==> src/hdl/vifd_pkg.sv <==
`timescale 1ns / 1ps
// ----------------------------------------------------------------------------
// vifd_pkg: shared types and constants for the instruction fetch/decode block
// item and result payloads, segment table port structs, status codes
// ----------------------------------------------------------------------------
package vifd_pkg;

  localparam logic KIND_SEG_WRITE = 1'b0;
  localparam logic KIND_DECODE    = 1'b1;

  localparam logic [31:0] STOP_PTR   = 32'hFFFF_FFFF;
  localparam logic [23:0] VALUE_MASK = 24'hFF_FFFF;

  typedef enum logic [1:0] {
    ST_OK     = 2'd0,
    ST_STOP   = 2'd1,
    ST_BADSEG = 2'd2,
    ST_BOUNDS = 2'd3
  } status_t;

  typedef enum logic [1:0] {
    OPT_NONE = 2'd0,
    OPT_REG  = 2'd1,
    OPT_IMM  = 2'd2,
    OPT_MEM  = 2'd3
  } opnd_type_t;

  typedef struct packed {
    logic        kind;
    logic [31:0] instr_ptr;
    logic [55:0] instr_bytes;
    logic [2:0]  seg_index;
    logic [13:0] seg_base;
    logic [14:0] seg_size;
    logic        seg_valid;
  } in_item_t;

  typedef struct packed {
    status_t     status;
    logic [4:0]  opcode;
    logic [31:0] operand_a;
    logic [31:0] operand_b;
    logic [2:0]  instr_length;
    logic [31:0] next_ptr;
    logic [14:0] phys_addr;
  } out_item_t;

  // segment table write port
  typedef struct packed {
    logic        en;
    logic [2:0]  index;
    logic [13:0] base;
    logic [14:0] size;
    logic        valid;
  } seg_wr_t;

  // segment table lookup answer
  typedef struct packed {
    logic        hit;
    logic [13:0] base;
    logic [14:0] size;
  } seg_look_t;

  // checked and first-byte decoded item, between stages two and three
  typedef struct packed {
    status_t     status;
    logic        is_decode;
    logic [4:0]  opcode;
    opnd_type_t  type_a;
    opnd_type_t  type_b;
    logic [47:0] opnd_bytes;
    logic [31:0] ptr;
    logic [13:0] base;
    logic [15:0] offset;
  } dec_t;

endpackage

==> src/hdl/vm_instruction_fetch_decode.sv <==
`timescale 1ns / 1ps
// ----------------------------------------------------------------------------
// vm_instruction_fetch_decode: segmented vm instruction fetch/decode front end
// segment table writes and instruction decodes through a three-stage pipeline
// ----------------------------------------------------------------------------
//
//  channel | signals                             | payload
//  --------+-------------------------------------+---------------------------
//  item    | item_valid / item_ready / item      | in_item_t  (write or decode)
//  result  | result_valid / result_ready / result| out_item_t (one per item)
//
//  one item per clock cycle sustained while result_ready is held high; a result
//  passes the input register, the check/decode register and the result register
//  in turn, and can transfer out once it is in the result register
//  the per-stage ready chain lets a full pipe still take a new item in the
//  cycle that its result register is emptied
//  reset clears the stage valid bits and the segment valid flags
//  table writes land at the input transfer, so later decodes see them
//
module vm_instruction_fetch_decode #(
  parameter int NUM_SEGMENTS = 8,
  parameter int MEM_BYTES    = 16384
) (
  input  logic                clk,
  input  logic                rst,
  input  logic                item_valid,
  output logic                item_ready,
  input  vifd_pkg::in_item_t  item,
  output logic                result_valid,
  input  logic                result_ready,
  output vifd_pkg::out_item_t result
);
  import vifd_pkg::*;

  // stage registers
  logic      s1_valid;
  in_item_t  s1_item;
  logic      s2_valid;
  dec_t      s2_dec;
  logic      s3_valid;
  out_item_t s3_res;

  // stage readies: a stage can load when empty or when it is moving on
  logic s1_ready;
  logic s2_ready;
  logic s3_ready;

  seg_wr_t   seg_wr;
  seg_look_t seg_look;
  dec_t      dec_next;
  out_item_t res_next;

  logic [7:0]  byte0;
  logic [15:0] ptr_seg;
  logic [15:0] ptr_off;

  assign s3_ready   = !s3_valid || result_ready;
  assign s2_ready   = !s2_valid || s3_ready;
  assign s1_ready   = !s1_valid || s2_ready;
  assign item_ready = s1_ready;

  // ---------------- stage 1: input register and table write ----------------
  always_comb begin
    seg_wr       = '0;
    seg_wr.en    = item_valid && item_ready && (item.kind == KIND_SEG_WRITE);
    seg_wr.index = item.seg_index;
    seg_wr.base  = item.seg_base;
    seg_wr.size  = item.seg_size;
    seg_wr.valid = item.seg_valid;
  end

  always_ff @(posedge clk) begin
    if (rst) begin
      s1_valid <= 1'b0;
    end else if (s1_ready) begin
      s1_valid <= item_valid;
    end
  end

  always_ff @(posedge clk) begin
    if (s1_ready && item_valid) begin
      s1_item <= item;
    end
  end

  // ---------------- stage 2: segment check and first-byte decode ----------
  assign ptr_seg = s1_item.instr_ptr[31:16];
  assign ptr_off = s1_item.instr_ptr[15:0];
  assign byte0   = s1_item.instr_bytes[55:48];

  vifd_seg_table #(
    .NUM_SEGMENTS (NUM_SEGMENTS),
    .MEM_BYTES    (MEM_BYTES)
  ) u_seg_table (
    .clk    (clk),
    .rst    (rst),
    .wr     (seg_wr),
    .rd_seg (ptr_seg),
    .look   (seg_look)
  );

  always_comb begin
    dec_next            = '0;
    dec_next.is_decode  = (s1_item.kind == KIND_DECODE);
    dec_next.opnd_bytes = s1_item.instr_bytes[47:0];
    dec_next.ptr        = s1_item.instr_ptr;
    dec_next.base       = seg_look.base;
    dec_next.offset     = ptr_off;

    // stop pointer wins over the segment checks
    if (!dec_next.is_decode) begin
      dec_next.status = ST_OK;
    end else if (s1_item.instr_ptr == STOP_PTR) begin
      dec_next.status = ST_STOP;
    end else if (!seg_look.hit) begin
      dec_next.status = ST_BADSEG;
    end else if (ptr_off >= 16'(seg_look.size)) begin
      dec_next.status = ST_BOUNDS;
    end else begin
      dec_next.status = ST_OK;
    end

    // short form when bits 5:4 are clear: one operand type in 7:6
    if (byte0[5:4] == 2'b00) begin
      dec_next.opcode = byte0[4:0];
      dec_next.type_a = opnd_type_t'(byte0[7:6]);
      dec_next.type_b = OPT_NONE;
    end else begin
      dec_next.opcode = {1'b1, byte0[3:0]};
      dec_next.type_a = opnd_type_t'(byte0[5:4]);
      dec_next.type_b = opnd_type_t'(byte0[7:6]);
    end
  end

  always_ff @(posedge clk) begin
    if (rst) begin
      s2_valid <= 1'b0;
    end else if (s2_ready) begin
      s2_valid <= s1_valid;
    end
  end

  always_ff @(posedge clk) begin
    if (s2_ready && s1_valid) begin
      s2_dec <= dec_next;
    end
  end

  // ---------------- stage 3: operands and result register ------------------
  vifd_opnd_extract u_opnd_extract (
    .dec (s2_dec),
    .res (res_next)
  );

  always_ff @(posedge clk) begin
    if (rst) begin
      s3_valid <= 1'b0;
    end else if (s3_ready) begin
      s3_valid <= s2_valid;
    end
  end

  always_ff @(posedge clk) begin
    if (s3_ready && s2_valid) begin
      s3_res <= res_next;
    end
  end

  assign result_valid = s3_valid;
  assign result       = s3_res;

endmodule

==> src/hdl/vifd_seg_table.sv <==
`timescale 1ns / 1ps
// ----------------------------------------------------------------------------
// vifd_seg_table: segment descriptor table
// one write port with size saturation, one lookup with range and valid check
// ----------------------------------------------------------------------------
module vifd_seg_table #(
  parameter int NUM_SEGMENTS = 8,
  parameter int MEM_BYTES    = 16384
) (
  input  logic                clk,
  input  logic                rst,
  input  vifd_pkg::seg_wr_t   wr,
  input  logic [15:0]         rd_seg,
  output vifd_pkg::seg_look_t look
);
  import vifd_pkg::*;

  localparam int IDX_W = $clog2(NUM_SEGMENTS);

  logic [13:0]             base_mem [NUM_SEGMENTS];
  logic [14:0]             size_mem [NUM_SEGMENTS];
  logic [NUM_SEGMENTS-1:0] valid_flags;

  logic             wr_in_range;
  logic [IDX_W-1:0] wr_idx;
  logic [14:0]      wr_size_sat;
  logic             rd_in_range;
  logic [IDX_W-1:0] rd_idx;

  assign wr_in_range = 32'(wr.index) < 32'(NUM_SEGMENTS);
  assign wr_idx      = IDX_W'(wr.index);
  assign wr_size_sat = (32'(wr.size) > 32'(MEM_BYTES)) ? 15'(MEM_BYTES) : wr.size;

  always_ff @(posedge clk) begin
    if (rst) begin
      valid_flags <= '0;
    end else if (wr.en && wr_in_range) begin
      valid_flags[wr_idx] <= wr.valid;
    end
  end

  // base and size are only looked at behind a set valid flag
  always_ff @(posedge clk) begin
    if (wr.en && wr_in_range) begin
      base_mem[wr_idx] <= wr.base;
      size_mem[wr_idx] <= wr_size_sat;
    end
  end

  assign rd_in_range = 32'(rd_seg) < 32'(NUM_SEGMENTS);
  assign rd_idx      = IDX_W'(rd_seg);

  always_comb begin
    look = '0;
    if (rd_in_range) begin
      look.hit  = valid_flags[rd_idx];
      look.base = base_mem[rd_idx];
      look.size = size_mem[rd_idx];
    end
  end

endmodule

==> src/hdl/vifd_opnd_extract.sv <==
`timescale 1ns / 1ps
// ----------------------------------------------------------------------------
// vifd_opnd_extract: operand extraction and result formatting
// pulls both operands from the byte window, forms length, next and phys address
// ----------------------------------------------------------------------------
module vifd_opnd_extract (
  input  vifd_pkg::dec_t    dec,
  output vifd_pkg::out_item_t res
);
  import vifd_pkg::*;

  function automatic logic [31:0] take_opnd(input logic [47:0] win,
                                            input opnd_type_t  kind_t,
                                            input logic [1:0]  start);
    logic [47:0] sh;
    logic [23:0] w;
    logic [23:0] v;
    sh = win << {start, 3'b000};
    w  = sh[47:24];
    case (kind_t)
      OPT_REG:  v = {16'h0000, w[23:16]};
      OPT_IMM:  v = {{8{w[23]}}, w[23:8]};
      OPT_MEM:  v = w;
      default:  v = '0;
    endcase
    if (kind_t == OPT_NONE) begin
      take_opnd = '0;
    end else begin
      take_opnd = {6'b000000, kind_t, v & VALUE_MASK};
    end
  endfunction

  logic [2:0] len;

  assign len = 3'd1 + 3'(dec.type_a) + 3'(dec.type_b);

  always_comb begin
    res        = '0;
    res.status = dec.status;
    if (dec.is_decode && dec.status == ST_OK) begin
      res.opcode       = dec.opcode;
      // first operand starts right after the first byte, second after the first
      res.operand_a    = take_opnd(dec.opnd_bytes, dec.type_a, 2'b00);
      res.operand_b    = take_opnd(dec.opnd_bytes, dec.type_b, dec.type_a);
      res.instr_length = len;
      res.next_ptr     = dec.ptr + 32'(len);
      res.phys_addr    = 15'(dec.base) + dec.offset[14:0];
    end
  end

endmodule

==> config.mk <==
export PLATFORM = sky130hd
export DESIGN_NAME = vm_instruction_fetch_decode
export DESIGN_NICKNAME = d
export VERILOG_FILES = /design/src/hdl/vifd_pkg.sv /design/src/hdl/vm_instruction_fetch_decode.sv /design/src/hdl/vifd_seg_table.sv /design/src/hdl/vifd_opnd_extract.sv
export SDC_FILE = /design/constraint.sdc
export NUM_CORES = 1
export LEC_CHECK = 0
export ABC_AREA = 1
export BUFFER_PORTS_ARGS = -buffer_cell sky130_fd_sc_hd__buf_4
export CORE_ASPECT_RATIO = 0.5
export CORE_UTILIZATION = 45
export DETAILED_ROUTE_END_ITERATION = 10
export PLACE_DENSITY = 0.61
export REMOVE_ABC_BUFFERS = 1
export SETUP_SLACK_MARGIN = 0.5
export SLEW_MARGIN = 25
export SYNTH_ARGS = -nofsm -noshare
export SYNTH_HDL_FRONTEND = slang
export SYNTH_SLANG_ARGS = --single-unit
export TNS_END_PERCENT = 30
==> constraint.sdc <==
create_clock -name clk -period 15 [get_ports clk]
set_input_delay 0.75 -clock clk [delete_from_list [all_inputs] [get_ports clk]]
set_output_delay 0.75 -clock clk [all_outputs]
set_load 0.1 [all_outputs]
# After elaboration in Yosys (flattened, before gate mapping)

Memories as Yosys holds them, arrays and structs flattened. A register that Yosys moved wholly into a read port is not among the register bits.
Index checks and enable logic that the tools add are counted.

Register bits after elaboration: 342
Memory bits (writable): 232
Memories: 2

Add/sub/neg operators: 4
Order comparisons: 6
Equality and inequality tests: 7
Shifts and indexed selects: 1
Mux-type cells: 17
Bitwise operators: 3
Reduce and logical (&&, ||, !) cells: 19

Memory list:

| name                 | words | width | read ports | clocked after memory_dff | wr ports | line                 | RTL |
|---|---|---|---|---|---|---|---|
| u_seg_table.size_mem | 8     | 15    | 1          | 1                        | 1        | vifd_seg_table.sv:21 | `logic [14:0] size_mem [NUM_SEGMENTS];` |
| u_seg_table.base_mem | 8     | 14    | 1          | 1                        | 1        | vifd_seg_table.sv:20 | `logic [13:0] base_mem [NUM_SEGMENTS];` |

Operators with widths:

| cell                 | number |
|---|---|
| $pmux 24 s3          | 2 |
| $shl 48x5->48        | 1 |
| $add 32x3->32        | 1 |
| $eq 32x32->1 const B | 1 |
| $mux 30              | 1 |
| $ge 16x15->1         | 1 |
| $lt 16x4->1 const B  | 1 |
| $add 14x15->15       | 1 |
| $gt 15x15->1 const B | 1 |
| $mux 15              | 1 |
| $bwmux 8             | 1 |
| $eq 2x2->1 const B   | 4 |
| $logic_not 2->1      | 4 |
| $lt 3x4->1 const B   | 2 |
| $logic_and 1x1->1    | 6 |
| $mux 3               | 2 |
| $reduce_or 2->1      | 3 |
| $mux 1               | 5 |
| $eq 2x1->1 const B   | 2 |
| $mux 2               | 2 |
| $mux 4               | 1 |
| $add 1x2->3 const A  | 1 |
| $add 3x2->3          | 1 |
| $bmux 1 s3           | 1 |
| other kinds (5)      | 11 |

# Logic depth before layout (Yosys ltp)

Gate-level depths: netlist (run 1).

Depth in word-level cells: 8
Mapped depth: 18
Gate-level depth less buffers: 15

# Cells and area by module

A second synthesis (run 1) with hierarchy kept.

Cell total of the unflattened synthesis: 2179
Area, all modules: 24298.3 um2

Modules (own cells, without submodules):

| module                      | instances | cells an instance | area each (um2) |
|---|---|---|---|
| vifd_seg_table              | 1         | 980               | 10491.3 |
| vm_instruction_fetch_decode | 1         | 436               | 10197.3 |
| vifd_opnd_extract           | 1         | 763               | 3609.7 |

# Least setup slack after synthesis (run 1)

OpenSTA, ideal clock, no wires.

Path kind: reg2reg
Start point: reg s3_valid, in the netlist result_valid
End point: reg s3_res, in the netlist result[0], enable pin
Library setup time: 0.612 ns
Arrival: 6.092 ns
Data required time: 14.388 ns
Setup slack: 8.295 ns
Stages on the path, launching flop included: 2
Path buffers: 0
Period minus slack after synthesis: 6.705 ns
Cells stage by stage: dfxtp_1 a21oi_1

Cells in the longest elaborated chain, start to end: 3

Ends and longest elaborated chain:

| what                   | line                               | RTL |
|---|---|---|
| from (decl)            | vm_instruction_fetch_decode.sv:40  | `logic s3_valid;` |
| from (signal assigned) | vm_instruction_fetch_decode.sv:159 | `s3_valid <= s2_valid;` |
| $logic_not 1->1        | vm_instruction_fetch_decode.sv:57  | `assign s3_ready = !s3_valid \|\| result_ready;` |
| $logic_or 1x1->1       | vm_instruction_fetch_decode.sv:57  |  |
| $logic_and 1x1->1      | vm_instruction_fetch_decode.sv:164 | `if (s3_ready && s2_valid) begin` |
| to (signal assigned)   | vm_instruction_fetch_decode.sv:165 | `s3_res <= res_next;` |
| to (decl)              | vm_instruction_fetch_decode.sv:41  | `out_item_t s3_res;` |

Every way passes these cells.
A chain may end at the register's enable or synchronous reset.

# Worst setup path after layout (run 1)

Start point: reg s2_dec[113] (netlist bit)
End point: reg s3_res, in the netlist result[33], data pin

Cells in the longest elaborated chain, start to end: 3

Ends and longest elaborated chain:

| what                      | line                               | RTL |
|---|---|---|
| from (decl)               | vm_instruction_fetch_decode.sv:39  | `dec_t s2_dec;` |
| from (signal assigned)    | vm_instruction_fetch_decode.sv:145 | `s2_dec <= dec_next;` |
| $add 1x2->3               | vifd_opnd_extract.sv:35            | `assign len = 3'd1 + 3'(dec.type_a) + 3'(dec.type_b);` |
| $add 3x2->3               | vifd_opnd_extract.sv:35            |  |
| net u_opnd_extract.len[1] | vifd_opnd_extract.sv:33            | `logic [2:0] len;` |
| $add 32x3->32             | vifd_opnd_extract.sv:46            | `res.next_ptr = dec.ptr + 32'(len);` |

The timed path passes the listed nets, and every way through them passes these cells.

==> results.yml, run 1 <==
routing:
  routed_via_density: 5.22
  drt_first_iter_violations: 1326
  drt-total-wl_um: 54800
  dr.pass1.iters: 5
  met3WireLength_um: 2920
  drt.antenna.violating_nets: 0
  routed-via-count: 14889
  drt-met1-wl_um: 23300
  routedWlPerCell_um: 19.2
  top_layer: "met4"
  wl_met2_um: 27300
  drc: 0
logic_synthesis:
  syn_area_per_cell_um2: 12.1
  yosysUniqueCellTypes: 47
  synth_edf_count: 536
  ys_seq_area_share_pct: 71.4
  synthArstFlopShare_pct: 0
  ys_seq_elements: 550
  syn_inst: 1902
  ys.flop_type: "edfxtp_1"
  yosysWarnings: 0
  synth_area_mm2: 0.0229
global_routing:
  grt_max_degree: 103
  grt_overflow: 0
  grt_pass1_vias: 14097
  antenna_found_initial: 1
  grt_pass1_wl_um: 82100
  grtUsageTotal_pct: 20.9
sta:
  slew_violations: 0
  tightest_slew_ns: 1.06
  fmax_mhz: 278
  tns_ns: 0
  finalSetupViolCount: 0
  fin_skew_ns: 0.0222
  finalCritPeriodShare_pct: 24.0
  finalHoldWorstSlack_ns: 0.349
  rsz0062_at_grt: "false"
  max_slew_margin_pct: 28.9
  finalCriticalPeriod_ns: 3.60
  finalHoldViolCount: 0
die:
  num_rows: 58
  dieHeight_um: 162
  start_util_pct: 45.6
  die_area_mm2: 0.0520
  die_w_um: 321
  ioPinCount: 249
  core_area_mm2: 0.0503
power_and_ir_drop:
  cellPowerDensity_mw_per_mm2: 120
  swShare_pct: 23.0
  power_frac_seq_pct: 54.6
  p_sw_w: 0.000744
  p_total_w: 0.00323
  combinationalPowerShare_pct: 7.2
  p_leak_nw: 9.97
  p_clk_share_pct: 38.2
  internal-power_w: 0.00249
  max-vdd-ir-drop_uv: 79.6
clock_network:
  worstSkewPairLatency_ns: 0.58
  cts_max_path_buffers: 3
  cts_buffers: 49
  cts.sinks: 550
  post_cts_resized: 0
  cts-htree-levels: 2
  cts_hold_buf: 0
  clk_pin_slew_worst_paths_ns: 0.07
  root_buffer: "clkbuf_16"
  post_cts_buffers: 0
  cts_tree: "built"
finish:
  drive_gt1_share_pct: 16.8
  fill_cells: 4309
  design_area_mm2: 0.0268
  nNetsFinal: 2288
  utilization_pct: 53.4
  num_antenna_cells: 0
  area_delta_synth_final_pct: 17.0
critical_path:
  crit_type: "reg2reg"
  path_cells: "buf_4 -> inv_1 -> fa_1 -> inv_1 -> fa_1 -> nand2_2 -> a21oi_4 -> nand3_4 -> nor2_4 -> nand3_2 -> o21ai_1 -> nor2_1"
  cp.arrival_ns: 3.91
  startpoint_type: "flop"
  end_kind: "flop"
  cp.required_ns: 15.31
  worstPathMaxFanout: 56
  slowest_delay_ns: 0.65
  rrSetupSlack_ns: 11.40
  rr_worst_depth: 12
  cpMaxStageDelayCell: "fa_1"
place:
  dp_hpwl_um: 34800
  portBuffers: 236
  place_area_mm2: 0.0253
  gp_congestion: 0.866
status:
  status: "finished clean"
hold_path:
  hold_path_depth: 1
  min_path_type: "in2reg"
run:
  cap_violations: 0
==> worst paths after layout <==
kind,from,end
worst max-delay path,s2_dec[113],result[33]
worst min-delay path,item[113],dec_next[54]
worst max register to register,s2_dec[113],result[33]
worst min register to register,dec_next[69],s2_dec[69]
==> sequential cells by signal, summed over array words and instances (netlist names), named ones only <==
name	flops
s2_valid	1
s2_dec	106
u_seg_table.base_mem	112
s1_valid	1
result	109
dec_next	81
u_seg_table.valid_flags	8
result_valid	1
u_seg_table.size_mem	120
byte0	8
==> power by group through the flow <==
stage,Combinational [W],Clock (W),Sequential [W]
2_1_floorplan,0.000116,0,0.00182
3_3_place_gp,0.000230,0,0.00180
3_5_place_dp,0.000233,0,0.00180
4_1_cts,0.000234,0.00125,0.00176
5_1_grt,0.000257,0.00131,0.00177
6_report,0.000233,0.00123,0.00176
==> final cells by class <==
class                           count  area (µm²)  area share (%)
Clock buffer                       59        1260            4.71
Clock inverter                     28         267           0.993
Inverter                          140         531            1.98
Multi-Input combinational cell   1136        5650            21.1
Sequential cell                   550       16400            61.0
Tap cell                          690         863            3.22
Timing Repair Buffer              249        1890            7.04
==> cells by family (layout without fill, tap and decap cells) <==
group | after synthesis | in the layout | synth area share [%]
xor+xnor | 3 | 3 | 0.115
buf+inv | 227 | 476 | 4.24
simple gates | 712 | 712 | 13.0
fa+ha+maj | 36 | 36 | 2.06
compound gates | 373 | 373 | 9.18
other cells | 1 | 12 | 0.0163
flops | 550 | 550 | 71.4
==> worst max-delay path, delay by kind of cell, from the launching register on <==
kind	cells	cell delay, ns
adders and majority gates	2	0.86
and+or+nand+nor	5	0.59
buffers and inverters	3	1.14
DFF	1	0.32
AOI/OAI and AO/OA	2	0.40
==> stage by stage <==
step	setup WS, ns	cells
2_1_floorplan	8.30	1826
3_3_place_gp	11.33	2764
3_5_place_dp	11.38	2764
4_1_cts	11.40	2851
5_1_grt	11.11	2852
6_report	11.40	2852
==> placed cells by master, fill, tap and decap left out, drive strengths merged, types with 15 or more instances in the layout <==
master,netlist,routed
o21ai,213,213
nand4,15,15
nor2,292,292
ha,33,33
a21oi,86,86
buf,51,249
inv,139,141
edfxtp,536,536
clkbuf,36,59
nor3,15,15
o221ai,30,30
nand3,86,86
clkinv,1,20
nand2,286,286
==> synthesized netlist by cell type (3+ instances only) <==
cell      count  area share (%)
ha_1         33             1.8
a31oi_1      14            0.38
nand3_2       3            0.13
dfxtp_1      14             1.2
inv_1       135             2.2
nor3_2        3            0.13
nor2_4        3            0.15
nor3_1       12            0.26
buf_1         5           0.082
nand3_1      82             1.8
o21ai_1      15            0.33
buf_4        18            0.59
nand2_1     281             4.6
nor4_1        3           0.082
nor2_2        5            0.14
o21a_1        3           0.098
fa_1          3            0.26
edfxtp_1    536              70
o221ai_1     30             1.1
buf_2        25            0.55
nand3b_1      8            0.26
inv_2         4           0.065
nand4_1      15            0.41
o21ai_0     197             4.3
nor2_1      284             4.6
a21boi_0     14            0.46
nand2_2       5            0.14
o211ai_1      8            0.26
clkbuf_1     36            0.59
a21oi_1      83             1.8
buf_6         3            0.15
==> metal layers <==
| layer | track usage, % | vias to the layer above |
|---|---|---|
| met5 | 0 | - |
| met4 | 5.50 | 0 |
| met3 | 2.98 | 77 |
| met2 | 36.0 | 428 |
| met1 | 27.8 | 7202 |
| li1 | - | 7182 |
(Power assumes the default switching activity.)
==> run 2: changes to the inputs <==
- PLACE_DENSITY: 0.61 -> 0.63
- clock period: 15 -> 3 ns (I/O delays scaled with it)
==> results.yml, run 2 (synthesized netlist as in run 1, its figures left out) <==
power_and_ir_drop:
  p_leak_nw: 11.0
  max-vdd-ir-drop_uv: 368
  cellPowerDensity_mw_per_mm2: 575
critical_path:
  end_kind: "flop"
  cp.arrival_ns: 2.81
  cp.required_ns: 3.33
  startpoint_type: "flop"
  rr_worst_depth: 12
  crit_type: "reg2reg"
  rrSetupSlack_ns: 0.53
  worstPathMaxFanout: 4
  r2r_end: "result[34]"
  timing.rr.start: "s2_dec[110]"
place:
  place_area_mm2: 0.0257
  placed_cells: 2802
  dp_hpwl_um: 35600
  gp_congestion: 0.919
  portBuffers: 236
finish:
  final_cells: 3031
  final_cell_mix: "536 x edfxtp_1, 292 x buf_4, 280 x nor2_1"
  top_register: "u_seg_table.size_mem"
  largest_reg_flops: 120
  drive_gt1_share_pct: 20.4
  final_common_cell: "edfxtp_1"
  num_antenna_cells: 0
  design_area_mm2: 0.0293
  fill_cells: 4028
  area_delta_synth_final_pct: 27.5
  nNetsFinal: 2464
hold_path:
  min_path_type: "in2reg"
  hold_path_depth: 3
  min_from: "item[3]"
  holdPathEnd: "u_seg_table.size_mem[2][2]"
sta:
  finalCritPeriodShare_pct: 82.5
  finalCriticalPeriod_ns: 2.47
  tightest_slew_ns: 0.865
  rsz0062_at_grt: "true"
  finalSetupViolCount: 0
  slew_violations: 0
  finalHoldViolCount: 0
  finalHoldWorstSlack_ns: 0.0894
  max_slew_margin_pct: 42.1
  fmax_mhz: 404
  fin_skew_ns: 0.0279
global_routing:
  grt_max_degree: 61
  grt_overflow: 0
  grt_pass1_wl_um: 86500
  grtUsageTotal_pct: 21.9
  grt_pass1_vias: 15397
  antenna_found_initial: 0
die:
  dieHeight_um: 162
  core_area_mm2: 0.0503
  start_util_pct: 45.6
  ioPinCount: 249
  num_rows: 58
  die_w_um: 321
  die_area_mm2: 0.0520
clock_network:
  worstSkewPairLatency_ns: 0.59
  cts-htree-levels: 2
  cts.sinks: 550
  cts_max_path_buffers: 3
  cts_buffers: 49
  cts_tree: "built"
  clk_pin_slew_worst_paths_ns: 0.07
  root_buffer: "clkbuf_16"
status:
  status: "finished clean"
routing:
  dr.pass1.iters: 6
  drt.antenna.violating_nets: 0
  drc: 0
  drt_first_iter_violations: 1333
  routed_via_density: 5.19
  routed-via-count: 15718
  routedWlPerCell_um: 19.1
  drt-total-wl_um: 57800
run:
  cap_violations: 0
==> run 2: metal layers <==
layer,wire length (µm),GRT usage (%)
met4,1650,7.01
met5,0,0
met1,23500,27.6
met2,29200,38.8
met3,3420,3.68
==> run 2: worst max-delay path by stage <==
stage,from,to,slack [ns],cells past startpoint
after floorplan,result_valid,result[0],-3.70,1
after global placement,dec_next[61],s2_dec[120],0.37,16
after detailed placement,s2_dec[110],result[33],0.31,12
after CTS,s2_dec[110],result[33],0.44,12
after global routing,dec_next[54],s2_dec[120],0.35,15
final,s2_dec[110],result[34],0.53,12
==> run 2: cell type report <==
class	instances	area [µm²]	share of cell area, %
Multi-Input combinational cell	1136	6050	20.7
Inverter	140	533	1.82
Timing Repair Buffer	425	3770	12.9
Sequential cell	550	16400	56.0
Clock inverter	31	378	1.29
Clock buffer	59	1280	4.39
Tap cell	690	863	2.95
==> run 2: repair_timing <==
item,4_1_cts,5_1_grt
hold buffers,114,0
pin swaps,12,20
hold endpoints to repair,223,0
gates resized for setup,26,52
setup buffers,12,7
setup endpoints to repair,20,26
gates cloned,5,1
==> run 2: worst max-delay path: stages (launching register included) <==
cell,delay (ns)
edfxtp_1,0.37
inv_2,0.06
ha_4,0.15
fa_1,0.52
inv_2,0.06
ha_1,0.30
nand3_2,0.11
nand3_4,0.14
inv_1,0.10
nor2_4,0.14
nand3_2,0.09
nor2_1,0.13
nor3b_2,0.05
==> run 2: per-stage QoR <==
stage	setup TNS [ns]	util, %	worst slack, ns	power, W
4_1_cts	0	57.4	0.444	0.0169
3_5_place_dp	0	51.1	0.307	0.0102
2_1_floorplan	-573.87	-	-3.70	0.00968
3_3_place_gp	0	51.1	0.367	0.0102
5_1_grt	0	58.2	0.352	0.0174
6_report	0	58.2	0.525	0.0168
==> run 2: report_power, final <==
part	internal, W	total, W	switching (W)
Clock	0.00376	0.00656	0.00280
Combinational	0.000533	0.00148	0.000943
Sequential	0.00867	0.00879	0.000117
